**config.mk**
```make
export PLATFORM = sky130hd
export DESIGN_NAME = abm_regs
export DESIGN_NICKNAME = d
export VERILOG_FILES = /design/src/abm_pkg.sv /design/src/abm_regs.sv
export SDC_FILE = /design/constraint.sdc
export NUM_CORES = 1
export LEC_CHECK = 0
export BUFFER_PORTS_ARGS = -buffer_cell sky130_fd_sc_hd__buf_2
export CORE_MARGIN = 1
export CORE_UTILIZATION = 43
export CTS_CLUSTER_SIZE = 12
export DETAILED_ROUTE_END_ITERATION = 8
export PLACE_DENSITY = 0.84
export SYNTH_ARGS = -nofsm -noshare
export SYNTH_HDL_FRONTEND = slang
export SYNTH_SLANG_ARGS = --single-unit
```
**constraint.sdc**
```tcl
create_clock -name clk -period 1.35 [get_ports clk]
set_input_delay 0.2025 -clock clk [delete_from_list [all_inputs] [get_ports clk]]
set_output_delay 0.2025 -clock clk [all_outputs]
set_load 0.005 [all_outputs]
```
**src/abm_pkg.sv**
```systemverilog
// Shared types, constants and helper functions for the audio burst muter.
// Used by every module of the block; depends on nothing.
package abm_pkg;

	localparam int SAMPLE_BITS = 24;
	localparam int BLOCK_LEN   = 256;
	localparam int BLK_BITS    = 8;
	localparam int NBR_BLOCKS  = 16;
	localparam int RAMP_LEN    = 32;
	localparam int FADE_BITS   = 5;
	localparam int MIN_BLOCKS  = 4;
	localparam int RING_LEN    = 2 * NBR_BLOCKS + 1;
	localparam int RING_IW     = 6;
	localparam int MARK_DEPTH  = 32;
	localparam int MARK_IW     = 5;
	localparam int ENERGY_W    = 56;
	localparam int CNT_W       = 40;
	localparam int BLK_W       = CNT_W - BLK_BITS;
	localparam int WIN_W       = 6;
	localparam int LEVEL_W     = 23;
	localparam int RATIO_W     = 4;

	localparam logic [LEVEL_W-1:0] MIN_LEVEL_RST   = 23'd41943;
	localparam logic [RATIO_W-1:0] BURST_RATIO_RST = 4'd5;

	typedef enum logic {
		REG_MIN_LEVEL   = 1'b0,
		REG_BURST_RATIO = 1'b1
	} reg_idx_t;

	typedef enum logic [3:0] {
		ST_IDLE,
		ST_CHECK,
		ST_DRAIN_CHK,
		ST_D_INIT,
		ST_D_CAND,
		ST_D_CLOAD,
		ST_D_SCAN,
		ST_D_TEST,
		ST_D_EREAD,
		ST_D_DECIDE,
		ST_READ,
		ST_FADE,
		ST_EMIT
	} state_t;

	typedef struct packed {
		logic push;
		logic drain_start;
		logic dec_init;
		logic cand_rd;
		logic cand_load;
		logic scan;
		logic next_cand;
		logic eread;
		logic decide;
		logic read;
		logic fade;
		logic emit;
	} cmd_t;

	typedef struct packed {
		logic draining;
		logic seen_zero;
		logic need_decide;
		logic can_emit;
		logic more_decide;
		logic scan_last;
		logic found;
		logic out_free;
	} stat_t;

	function automatic logic [RING_IW-1:0] ring_inc(input logic [RING_IW-1:0] idx);
		logic [RING_IW-1:0] nxt;
		nxt = (idx == RING_IW'(RING_LEN - 1)) ? '0 : idx + 1'b1;
		return nxt;
	endfunction

	// Scale by f/RAMP_LEN, truncating toward zero
	function automatic logic signed [SAMPLE_BITS-1:0] fade_scale(
		input logic signed [SAMPLE_BITS-1:0] s,
		input logic [BLK_BITS:0] f
	);
		logic signed [SAMPLE_BITS+BLK_BITS+1:0] prod;
		logic signed [SAMPLE_BITS+BLK_BITS+1:0] adj;
		prod = s * $signed({1'b0, f});
		adj  = (prod < 0) ? prod + (SAMPLE_BITS+BLK_BITS+2)'(RAMP_LEN - 1) : prod;
		return SAMPLE_BITS'(adj >>> FADE_BITS);
	endfunction

endpackage

```
**src/abm_regs.sv**
```systemverilog
// APB-style configuration registers: min_level and burst_ratio.
// Depends on abm_pkg.
module abm_regs (
	input  logic                                clk,
	input  logic                                arst_n,
	input  logic                                psel,
	input  logic                                penable,
	input  logic                                pwrite,
	input  logic [2:0]                          paddr,
	input  logic [31:0]                         pwdata,
	output logic [31:0]                         prdata,
	output logic                                pready,
	output logic [abm_pkg::LEVEL_W-1:0]         min_level,
	output logic [abm_pkg::RATIO_W-1:0]         burst_ratio
);

	logic [abm_pkg::LEVEL_W-1:0] min_level_q;
	logic [abm_pkg::RATIO_W-1:0] burst_ratio_q;
	abm_pkg::reg_idx_t           idx;
	logic                        wr_en;

	assign idx    = abm_pkg::reg_idx_t'(paddr[2]);
	assign pready = 1'b1;
	assign wr_en  = psel & penable & pwrite;

	always_ff @(posedge clk or negedge arst_n) begin
		if (!arst_n) begin
			min_level_q   <= abm_pkg::MIN_LEVEL_RST;
			burst_ratio_q <= abm_pkg::BURST_RATIO_RST;
		end else if (wr_en) begin
			case (idx)
				abm_pkg::REG_MIN_LEVEL:   min_level_q   <= pwdata[abm_pkg::LEVEL_W-1:0];
				abm_pkg::REG_BURST_RATIO: burst_ratio_q <= pwdata[abm_pkg::RATIO_W-1:0];
				default: ;
			endcase
		end
	end

	always_comb begin
		case (idx)
			abm_pkg::REG_MIN_LEVEL:   prdata = {{(32-abm_pkg::LEVEL_W){1'b0}}, min_level_q};
			abm_pkg::REG_BURST_RATIO: prdata = {{(32-abm_pkg::RATIO_W){1'b0}}, burst_ratio_q};
			default:                  prdata = '0;
		endcase
	end

	assign min_level   = min_level_q;
	assign burst_ratio = burst_ratio_q;

endmodule

```
==> impl_metrics.prom <==
# TYPE chip_impl_metric gauge
chip_impl_metric{name="hpwlAfterDp",unit="µm"} 2186
chip_impl_metric{name="insertion_delay",unit="ps"} 320
chip_impl_metric{name="ir_drop",unit="µV"} 622.4
chip_impl_metric{name="number_of_nets_with_antenna_violations_after_detailed_routing",unit=""} 0
chip_impl_info{name="grt_setup_unrepaired",value="true"} 1
chip_impl_metric{name="routedWlPerCell",unit="µm"} 12.92
chip_impl_info{name="worstSetupPathType",value="flip-flop to primary output"} 1
chip_impl_metric{name="total_of_fill_cells_in_the_finished_design",unit=""} 244
chip_impl_metric{name="final_layout_size_suffix_gt1_share",unit="%"} 75.27
chip_impl_info{name="mostFrequentLayoutCells",value="buf_2 (73), mux2_4 (23), nor2b_1 (19)"} 1
chip_impl_metric{name="critPathRequiredTime",unit="ps"} 1150
chip_impl_metric{name="die-height",unit="µm"} 58.58
chip_impl_metric{name="post_synth_instance_area",unit="mm²"} 0.001376
chip_impl_metric{name="fp.dieW",unit="µm"} 58.58
chip_impl_metric{name="postLayoutSetupSlackWorst",unit="ps"} 11.15
chip_impl_metric{name="place_ws",unit="ps"} 179.9
chip_impl_metric{name="cellPowerDensity",unit="mW/mm²"} 1263
chip_impl_metric{name="synth_seq_area_share",unit="%"} 50.18
chip_impl_info{name="tritoncts_clock_tree",value="done"} 1
chip_impl_info{name="critical_path.endpoint_type",value="primary output"} 1
chip_impl_metric{name="cts-buffers-inserted",unit=""} 3
chip_impl_metric{name="num_antenna_cells",unit=""} 0
chip_impl_metric{name="first_global_vias",unit=""} 981
chip_impl_metric{name="period_needed",unit="ps"} 1339
chip_impl_metric{name="report.final.setup_viol",unit=""} 0
chip_impl_metric{name="postSynthAreaPerCell",unit="µm²"} 14.49
chip_impl_metric{name="drt_first_iter_violations",unit=""} 18
chip_impl_metric{name="postSynthCellCount",unit=""} 95
chip_impl_info{name="worst_hold_path_type",value="input pin to flip-flop"} 1
chip_impl_metric{name="placeableCoreArea",unit="mm²"} 0.003053
chip_impl_metric{name="cts-htree-levels",unit=""} 1
chip_impl_metric{name="route.vias.total",unit=""} 1014
chip_impl_metric{name="detailedRoute.firstPassIterationCount",unit=""} 2
chip_impl_metric{name="grt_max_degree",unit=""} 28
chip_impl_metric{name="io_pins",unit=""} 100
chip_impl_metric{name="place_congestion",unit=""} 0.6767
chip_impl_metric{name="maxCapViolCount",unit=""} 0
chip_impl_metric{name="std_cell_rows",unit=""} 20
chip_impl_metric{name="p_leak",unit="nW"} 1.085
chip_impl_metric{name="yosysUniqueCellTypes",unit=""} 11
chip_impl_info{name="clk_root_buffer_cell",value="clkbuf_4"} 1
chip_impl_metric{name="post-route-util",unit="%"} 63.93
chip_impl_metric{name="design.die.area",unit="mm²"} 0.003431
chip_impl_metric{name="yosys_warnings",unit=""} 0
chip_impl_metric{name="final_nets",unit=""} 227
chip_impl_metric{name="finalMaxSlewViolations",unit=""} 0
chip_impl_info{name="layout.cells.most_common",value="buf_2"} 1
chip_impl_metric{name="finalWirelength",unit="µm"} 2971
chip_impl_metric{name="io_buffers",unit=""} 78
chip_impl_metric{name="grt_first_pass_wirelength",unit="µm"} 4698
chip_impl_metric{name="cts.sink_count",unit=""} 27
chip_impl_metric{name="cp_data_arrival_time",unit="ps"} 1140
chip_impl_metric{name="max_slew_margin",unit="%"} 59.67
chip_impl_metric{name="tightest_slew",unit="ps"} 604.9
chip_impl_metric{name="worst-path-max-fanout",unit=""} 2
chip_impl_metric{name="globalRouteTotalUtil",unit="%"} 18.46
chip_impl_metric{name="hold_viol_final",unit=""} 0
chip_impl_metric{name="max_clock_freq",unit="GHz"} 0.7469
chip_impl_metric{name="drt-vias-per-instance",unit=""} 4.409
chip_impl_metric{name="areaGrowthSynthToFinish",unit="%"} 41.82
chip_impl_metric{name="antenna_found_initial",unit=""} 0
chip_impl_metric{name="ys_seq_elements",unit=""} 27
chip_impl_metric{name="initial_core_util",unit="%"} 45.08
chip_impl_metric{name="min_period_over_period",unit="%"} 99.17
chip_impl_metric{name="cts.path.max_buffers",unit=""} 2
chip_impl_info{name="startpoint_type",value="flip-flop"} 1
chip_impl_metric{name="global_route.overflow_total",unit=""} 0
chip_impl_info{name="status",value="finished clean"} 1
chip_impl_metric{name="clkTransAtPathRegs",unit="ps"} 150
chip_impl_metric{name="skew",unit="ps"} 0
chip_impl_metric{name="detail_route.drc_violations",unit=""} 0
==> synthesized netlist by cell type, drive strengths merged <==
cell | n | area, µm²
nor2b | 19 | 118.9
dfstp | 12 | 315.3
nand4 | 1 | 6.260
nand4b | 1 | 23.77
mux2 | 31 | 424.2
conb | 2 | 7.510
buf | 12 | 97.59
clkbuf | 2 | 7.510
dfrtp | 15 | 375.4
==> per-stage QoR <==
step	std cells	power [W]	setup TNS, ps	hold slack (ps)	area, µm²
2_1_floorplan	103	0.001586	0	-93.09	1406
3_3_place_gp	215	0.001924	0	227.2	1789
3_5_place_dp	215	0.001963	0	247.4	1789
4_1_cts	223	0.002378	-8.526	86.22	1867
5_1_grt	230	0.002636	-478.5	65.53	1952
6_report	230	0.002466	0	100.2	1952
==> final timing paths <==
path | cells past startpoint | startpoint | endpoint | slack (ps)
min | 2 | pwdata[4] | min_level[4]$_DFFE_PN1P_ | 100
max in group asynchronous | 2 | arst_n | min_level[10]$_DFFE_PN0P_ | 550
max reg2reg | 3 | min_level[2]$_DFFE_PN1P_ | min_level[2]$_DFFE_PN1P_ | 410
min in group asynchronous | 2 | arst_n | min_level[22]$_DFFE_PN0P_ | 410
max | 2 | min_level[2]$_DFFE_PN1P_ | prdata[2] | 10
min reg2reg | 1 | min_level[18]$_DFFE_PN0P_ | min_level[18]$_DFFE_PN0P_ | 540
==> area by class of cell <==
type | instances | area (µm²) | area share (%)
clock buffers | 3 | 22.52 | 1.154
clock inverters | 1 | 5.005 | 0.2564
multi-input cells | 62 | 621.8 | 31.86
flip-flops and latches | 27 | 690.7 | 35.38
well taps | 44 | 55.05 | 2.821
repair buffers | 93 | 556.8 | 28.53
==> state kept, by name (all words and copies together) (netlist names) <==
signal       cells
burst_ratio      4
min_level       23
==> layer usage <==
layer,vias up,track usage (%),share of wire [%]
met3,2,2.637,5.1
met2,45,33.83,53
met1,490,22.19,41
met5,-,0,0
li1,477,-,-
met4,0,6.122,0.64
==> critical path: stages, from the launching register on <==
cell	delay (ps)
dfstp_2	580
mux2_4	150
buf_6	80
==> what timing repair did <==
action | 4_1_cts | 5_1_grt
setup endpoints to repair | 3 | 13
buffers inserted | 3 | 7
endpoints found under the hold margin | 15 | 0
hold buffers | 1 | 0
gates cloned | 0 | 0
resized for setup | 4 | 6
pin swaps | 0 | 0
==> cell families (layout without fill, tap and decap cells) <==
logic type	after synthesis	count (layout)	synth area share (%)
buf+inv	14	97	7.636
other cells	2	10	0.5457
flops	27	27	50.18
mux	31	31	30.82
simple gates	21	21	10.82
==> where the power goes <==
part | internal, W | leakage [nW] | switching [W]
sequential | 0.00105 | 0.306 | 0.000130
combinational | 0.000637 | 0.761 | 0.000303
clock | 0.000111 | 0.0177 | 0.000238
Power figures use the tool's default switching activity.
