===== config.mk =====
export PLATFORM = sky130hd
export DESIGN_NAME = abm_ctrl
export DESIGN_NICKNAME = d
export VERILOG_FILES = /design/src/abm_pkg.sv /design/src/abm_ctrl.sv
export SDC_FILE = /design/constraint.sdc
export NUM_CORES = 1
export LEC_CHECK = 0
export BUFFER_PORTS_ARGS = -buffer_cell sky130_fd_sc_hd__buf_2
export CAP_MARGIN = 30
export CORE_AREA = 2 2 39 41
export CTS_CLUSTER_SIZE = 16
export DETAILED_ROUTE_END_ITERATION = 12
export DIE_AREA = 0 0 41 43
export PLACE_DENSITY = 0.8
export SYNTH_ARGS = -nofsm -noshare
export SYNTH_HDL_FRONTEND = slang
export SYNTH_SLANG_ARGS = --single-unit

===== constraint.sdc =====
create_clock -name clk -period 1.72 [get_ports clk]
set_input_delay 0.086 -clock clk [delete_from_list [all_inputs] [get_ports clk]]
set_output_delay 0.086 -clock clk [all_outputs]
set_load 0.02 [all_outputs]

===== src/abm_pkg.sv =====
// Shared types, constants and helper functions for the audio burst muter.
// Used by every module of the block; depends on nothing.
package abm_pkg;

	localparam int SAMPLE_BITS = 24;
	localparam int BLOCK_LEN   = 256;
	localparam int BLK_BITS    = 8;
	localparam int NBR_BLOCKS  = 16;
	localparam int RAMP_LEN    = 32;
	localparam int FADE_BITS   = 5;
	localparam int MIN_BLOCKS  = 4;
	localparam int RING_LEN    = 2 * NBR_BLOCKS + 1;
	localparam int RING_IW     = 6;
	localparam int MARK_DEPTH  = 32;
	localparam int MARK_IW     = 5;
	localparam int ENERGY_W    = 56;
	localparam int CNT_W       = 40;
	localparam int BLK_W       = CNT_W - BLK_BITS;
	localparam int WIN_W       = 6;
	localparam int LEVEL_W     = 23;
	localparam int RATIO_W     = 4;

	localparam logic [LEVEL_W-1:0] MIN_LEVEL_RST   = 23'd41943;
	localparam logic [RATIO_W-1:0] BURST_RATIO_RST = 4'd5;

	typedef enum logic {
		REG_MIN_LEVEL   = 1'b0,
		REG_BURST_RATIO = 1'b1
	} reg_idx_t;

	typedef enum logic [3:0] {
		ST_IDLE,
		ST_CHECK,
		ST_DRAIN_CHK,
		ST_D_INIT,
		ST_D_CAND,
		ST_D_CLOAD,
		ST_D_SCAN,
		ST_D_TEST,
		ST_D_EREAD,
		ST_D_DECIDE,
		ST_READ,
		ST_FADE,
		ST_EMIT
	} state_t;

	typedef struct packed {
		logic push;
		logic drain_start;
		logic dec_init;
		logic cand_rd;
		logic cand_load;
		logic scan;
		logic next_cand;
		logic eread;
		logic decide;
		logic read;
		logic fade;
		logic emit;
	} cmd_t;

	typedef struct packed {
		logic draining;
		logic seen_zero;
		logic need_decide;
		logic can_emit;
		logic more_decide;
		logic scan_last;
		logic found;
		logic out_free;
	} stat_t;

	function automatic logic [RING_IW-1:0] ring_inc(input logic [RING_IW-1:0] idx);
		logic [RING_IW-1:0] nxt;
		nxt = (idx == RING_IW'(RING_LEN - 1)) ? '0 : idx + 1'b1;
		return nxt;
	endfunction

	// Scale by f/RAMP_LEN, truncating toward zero
	function automatic logic signed [SAMPLE_BITS-1:0] fade_scale(
		input logic signed [SAMPLE_BITS-1:0] s,
		input logic [BLK_BITS:0] f
	);
		logic signed [SAMPLE_BITS+BLK_BITS+1:0] prod;
		logic signed [SAMPLE_BITS+BLK_BITS+1:0] adj;
		prod = s * $signed({1'b0, f});
		adj  = (prod < 0) ? prod + (SAMPLE_BITS+BLK_BITS+2)'(RAMP_LEN - 1) : prod;
		return SAMPLE_BITS'(adj >>> FADE_BITS);
	endfunction

endpackage


===== src/abm_ctrl.sv =====
// Controller state machine: sequences push, block decision, drain and emit.
// Depends on abm_pkg; drives the datapath through cmd_t, reads stat_t.
module abm_ctrl (
	input  logic            clk,
	input  logic            arst_n,
	input  logic            in_valid,
	input  logic            in_mode,
	output logic            in_ready,
	input  abm_pkg::stat_t  stat,
	output abm_pkg::cmd_t   cmd
);

	abm_pkg::state_t state_q, state_d;

	always_ff @(posedge clk or negedge arst_n) begin
		if (!arst_n) begin
			state_q <= abm_pkg::ST_IDLE;
		end else begin
			state_q <= state_d;
		end
	end

	always_comb begin
		state_d  = state_q;
		cmd      = '0;
		in_ready = 1'b0;
		case (state_q)
			abm_pkg::ST_IDLE: begin
				in_ready = 1'b1;
				if (in_valid) begin
					if (!in_mode) begin
						// drop pushes once draining has begun
						if (!stat.draining) begin
							cmd.push = 1'b1;
							state_d  = abm_pkg::ST_CHECK;
						end
					end else if (!stat.seen_zero) begin
						if (!stat.draining) begin
							cmd.drain_start = 1'b1;
							state_d         = abm_pkg::ST_DRAIN_CHK;
						end else begin
							state_d = abm_pkg::ST_READ;
						end
					end
				end
			end
			abm_pkg::ST_CHECK: begin
				if (stat.need_decide) begin
					state_d = abm_pkg::ST_D_INIT;
				end else if (stat.can_emit) begin
					state_d = abm_pkg::ST_READ;
				end else begin
					state_d = abm_pkg::ST_IDLE;
				end
			end
			abm_pkg::ST_DRAIN_CHK: begin
				state_d = stat.more_decide ? abm_pkg::ST_D_INIT : abm_pkg::ST_READ;
			end
			abm_pkg::ST_D_INIT: begin
				cmd.dec_init = 1'b1;
				state_d      = abm_pkg::ST_D_CAND;
			end
			abm_pkg::ST_D_CAND: begin
				cmd.cand_rd = 1'b1;
				state_d     = abm_pkg::ST_D_CLOAD;
			end
			abm_pkg::ST_D_CLOAD: begin
				cmd.cand_load = 1'b1;
				state_d       = abm_pkg::ST_D_SCAN;
			end
			abm_pkg::ST_D_SCAN: begin
				cmd.scan = 1'b1;
				if (stat.scan_last) begin
					state_d = abm_pkg::ST_D_TEST;
				end
			end
			abm_pkg::ST_D_TEST: begin
				if (stat.found) begin
					state_d = abm_pkg::ST_D_EREAD;
				end else begin
					cmd.next_cand = 1'b1;
					state_d       = abm_pkg::ST_D_CAND;
				end
			end
			abm_pkg::ST_D_EREAD: begin
				cmd.eread = 1'b1;
				state_d   = abm_pkg::ST_D_DECIDE;
			end
			abm_pkg::ST_D_DECIDE: begin
				cmd.decide = 1'b1;
				state_d    = stat.draining ? abm_pkg::ST_DRAIN_CHK : abm_pkg::ST_CHECK;
			end
			abm_pkg::ST_READ: begin
				cmd.read = 1'b1;
				state_d  = abm_pkg::ST_FADE;
			end
			abm_pkg::ST_FADE: begin
				cmd.fade = 1'b1;
				state_d  = abm_pkg::ST_EMIT;
			end
			abm_pkg::ST_EMIT: begin
				// hold until the output register can take the item
				if (stat.out_free) begin
					cmd.emit = 1'b1;
					state_d  = abm_pkg::ST_IDLE;
				end
			end
			default: begin
				state_d = abm_pkg::ST_IDLE;
			end
		endcase
	end

endmodule


==> Flow_metrics.wiki <==
{| class="wikitable"
! Metric !! Value
|-
| Status || complete, no violations
|-
| Cell area after layout || roughly 700 um^2
|-
| Setup violators final || 0
|-
| Via count of the first global-routing pass || between 500 and 600
|-
| Min cycle time layout || roughly 1600 ps
|-
| Critical path class || register to output port
|-
| Average wire length per cell after detail routing || 12.6 um
|-
| Number of antenna violations at the first check in global routing || 0
|-
| Largest net degree at the start of global routing || 20
|-
| Library cells used by synthesis || 35
|-
| Die width || 41 um
|-
| Clock tree from TritonCTS || yes
|-
| Gpl congestion || 0.796
|-
| Vias post-DR || between 600 and 700
|-
| Wire length of the first global-routing pass || between 2000 and 2500 um
|-
| Slew @ Worst Pin || approximately 360 ps
|-
| Post-Place Cell Area || between 600 and 700 um^2
|-
| Area added between synthesis and finish || 33.1%
|-
| DRT iter0 DRCs || 8
|-
| Die area || 1760 um^2
|-
| Overflow left after global routing || 0
|-
| Arrival time of the worst setup path || between 1500 and 2000 ps
|-
| Number of cell instances on the worst register-to-register path || 4
|-
| Slowest-stage cell, CP || sky130_fd_sc_hd__dfrtp_2
|-
| Worst flop-to-flop path endpoint || state_q[1]$_DFFE_PN0P_
|-
| Register-to-register setup slack || roughly 210 ps
|-
| Root buffer selected by CTS || sky130_fd_sc_hd__clkbuf_4
|-
| Worst-Skew Late Latency || 250 ps
|-
| Die Height || ~43 um
|-
| Critical path endpoint category || output port
|-
| Top FF cell, synth || sky130_fd_sc_hd__dfrtp_1
|-
| Clock-pin slew on the worst setup and hold paths || around 40 ps
|-
| I/O pin count || 25
|-
| Proportion of layout cells with a drive suffix above 1 || around two fifths
|-
| Final count of pins violating max slew || 0
|-
| Static Leakage || 0.322 nW
|-
| Final setup TNS || 0 ps
|-
| Largest registers || state_q: 4 flops
|-
| Number of H-tree levels || 1
|-
| DP HPWL || 1030 um
|-
| Count of TritonRoute iterations in the first routing pass || 4
|-
| Worst-case headroom to the max-slew limit || approximately three quarters
|-
| Global Route Usage Sum || 17.9%
|-
| Number of flops mapped to enable cells by yosys || 0
|-
| Worst IR drop on VDD || ~0.73 mV
|-
| Sinks on the clock net || 4
|-
| Cell Rows || 14
|-
| Most flop-heavy register || state_q
|-
| Buffer and inverter count on the worst path || 1
|-
| Mean cell area of the mapped netlist || 7.30 um^2
|-
| HP Class || primary input to register
|-
| Number of vias per cell after detailed routing || around 5.3
|-
| Fill cell count || about 150
|-
| Critical Path Max Stage Delay || between 400 and 500 ps
|-
| Maxcap violations || 0
|-
| Final Net Count || 114
|-
| Buffers from clock root to sink, at most || 2
|-
| Series of cell instances along the critical path || nor4_4 > nand3b_1 > nor3b_1 > buf_2
|-
| Wire length after detailed routing || 1460 um
|-
| Maximum fanout count along the critical path || 7
|-
| Synthesis Warnings || 0
|-
| Power per standard cell area || approximately 1700 nW/um^2
|-
| Multi-input combinational cell area || roughly 370 um^2
|-
| Hold Crit Endpoint || state_q[3]$_DFFE_PN0P_
|-
| Input/output buffers || 24
|-
| Number of stages on the worst hold path || 2
|-
| Share of flip-flops with an asynchronous set or reset || 100%
|-
| Worst hold start || stat[0]
|-
| Cell count after synthesis || between 70 and 80
|-
| Final Hold Vio Count || 0
|-
| Post-synthesis sequential area ratio || 19.0%
|-
| Achievable Freq || a little over 0.6 GHz
|-
| Cell types occupying the most area after synthesis || sky130_fd_sc_hd__dfrtp_1 (19%), sky130_fd_sc_hd__nor2_1 (8.6%), sky130_fd_sc_hd__buf_6 (6.4%)
|-
| Part of the cycle the worst path needs || between 90 and 100%
|-
| Max FFs per register || 4
|-
| Number of DRC violations after detailed routing || 0
|-
| Cell area after technology mapping || roughly 530 um^2
|-
| Critical path required time || between 1500 and 2000 ps
|-
| Setup crit start kind || register
|-
| Area share of the leading cell type in the synthesized netlist || 19.0%
|-
| Mapped Nets || 84
|-
| CP delay by family, top || simple AND/OR/NAND/NOR gates
|-
| Area taken by flip-flops and latches || between 100 and 150 um^2
|-
| Total CTS buffers || 3
|-
| Crit Reg-Reg Startpoint || state_q[1]$_DFFE_PN0P_
|-
| Diode count || 0
|-
| Antenna-violating nets left || 0
|-
| Area of the core || around 1400 um^2
|-
| Initial Utilization || a little under two fifths
|-
| Library cell with the largest summed area after synthesis || sky130_fd_sc_hd__dfrtp_1
|-
| FF+latch count, synth || 4
|-
| Final hold slack || ~68 ps
|-
| Post-route clock skew || roughly 6 ps
|}
[cells by family (layout without fill, tap and decap cells)]
| group | count (synthesis) | in the layout | synth area share [%] |
|---|---|---|---|
| flip-flops | 4 | 4 | 19.0 |
| AO/OA/AOI/OAI | 21 | 21 | 27.9 |
| multiplexers | 1 | 1 | 2.14 |
| AND/OR/NAND/NOR | 38 | 38 | 39.8 |
| buffers and inverters | 8 | 36 | 11.2 |
[synthesized netlist by cell type, types with 3 or more instances]
library cell,instances
sky130_fd_sc_hd__nor2_1,12
sky130_fd_sc_hd__nor3_1,6
sky130_fd_sc_hd__nand2_1,5
sky130_fd_sc_hd__dfrtp_1,4
sky130_fd_sc_hd__a21oi_1,3
sky130_fd_sc_hd__buf_6,3
sky130_fd_sc_hd__o21ai_0,3
[stage by stage]
step,cells,worst slack [ps],utilization [%],power (mW)
finish,116,84.9,50.5,1.21
global route,116,-42.4,50.5,1.32
CTS,112,33.1,47.9,1.13
detailed placement,108,107,45.5,0.994
global placement,108,139,45.5,0.961
floorplan,72,34.8,-,0.884
[report_power, final]
group	switching (mW)	internal, mW
clock network	0.0456	0.0785
registers	0.134	0.154
logic	0.425	0.371
[worst max path at each step]
stage	slack, ps	from	end	depth (start not counted)
after floorplan	30	state_q[2]$_DFFE_PN0P_	cmd[10]	4
after global placement	140	state_q[1]$_DFFE_PN0P_	state_q[1]$_DFFE_PN0P_	4
after detailed placement	110	state_q[1]$_DFFE_PN0P_	state_q[1]$_DFFE_PN0P_	4
after CTS	30	state_q[2]$_DFFE_PN0P_	cmd[10]	4
after global routing	-40	state_q[3]$_DFFE_PN0P_	cmd[10]	4
final	80	state_q[3]$_DFFE_PN0P_	cmd[10]	4
[worst register-to-register path, cell delays in order (launching register included)]
cell                       delay (ps)
sky130_fd_sc_hd__dfrtp_4          570
sky130_fd_sc_hd__nor2b_1          180
sky130_fd_sc_hd__nor4_1           220
sky130_fd_sc_hd__a211oi_1          90
sky130_fd_sc_hd__o32a_1           340
[cell usage in the layout, fill, tap and decap left out, types with 2 or more instances in the layout]
cell,instances
sky130_fd_sc_hd__buf_2,24
sky130_fd_sc_hd__nor2_1,12
sky130_fd_sc_hd__nor3_1,6
sky130_fd_sc_hd__buf_4,6
sky130_fd_sc_hd__nand2_1,5
sky130_fd_sc_hd__o21ai_0,3
sky130_fd_sc_hd__a21oi_1,3
sky130_fd_sc_hd__clkbuf_4,3
sky130_fd_sc_hd__dfrtp_2,3
sky130_fd_sc_hd__nand2b_1,2
sky130_fd_sc_hd__or2b_1,2
sky130_fd_sc_hd__inv_1,2
sky130_fd_sc_hd__nor3b_1,2
sky130_fd_sc_hd__nand3_1,2
sky130_fd_sc_hd__o21ai_1,2
sky130_fd_sc_hd__o21a_1,2
[per-layer routing]
| layer | vias to the layer above | share of wire (%) | routed length [um] | global-route usage (%) |
|---|---|---|---|---|
| met1 | 274 | 43 | 625 | 23.9 |
| met5 | - | 0 | 0 | 0 |
| met2 | 22 | 50 | 725 | 26.9 |
| met3 | 2 | 5.7 | 84 | 1.57 |
| met4 | 0 | 1.8 | 26 | 10.0 |
| li1 | 316 | - | - | - |
[layout make-up]
type	count	area share, %
clock buffer	3	3.22
sequential	4	15.4
tap	16	2.86
timing repair buffer	31	25.0
multi-input combinational	60	52.4
inverter	2	1.07
[repair_timing]
action | CTS | global route
hold buffers | 1 | 0
setup buffers | 0 | 4
gates resized for setup | 1 | 4
endpoints found under the setup margin | 1 | 1
endpoints found under the hold margin | 4 | 0
pin swaps | 0 | 1
(Power assumes the default switching activity.)
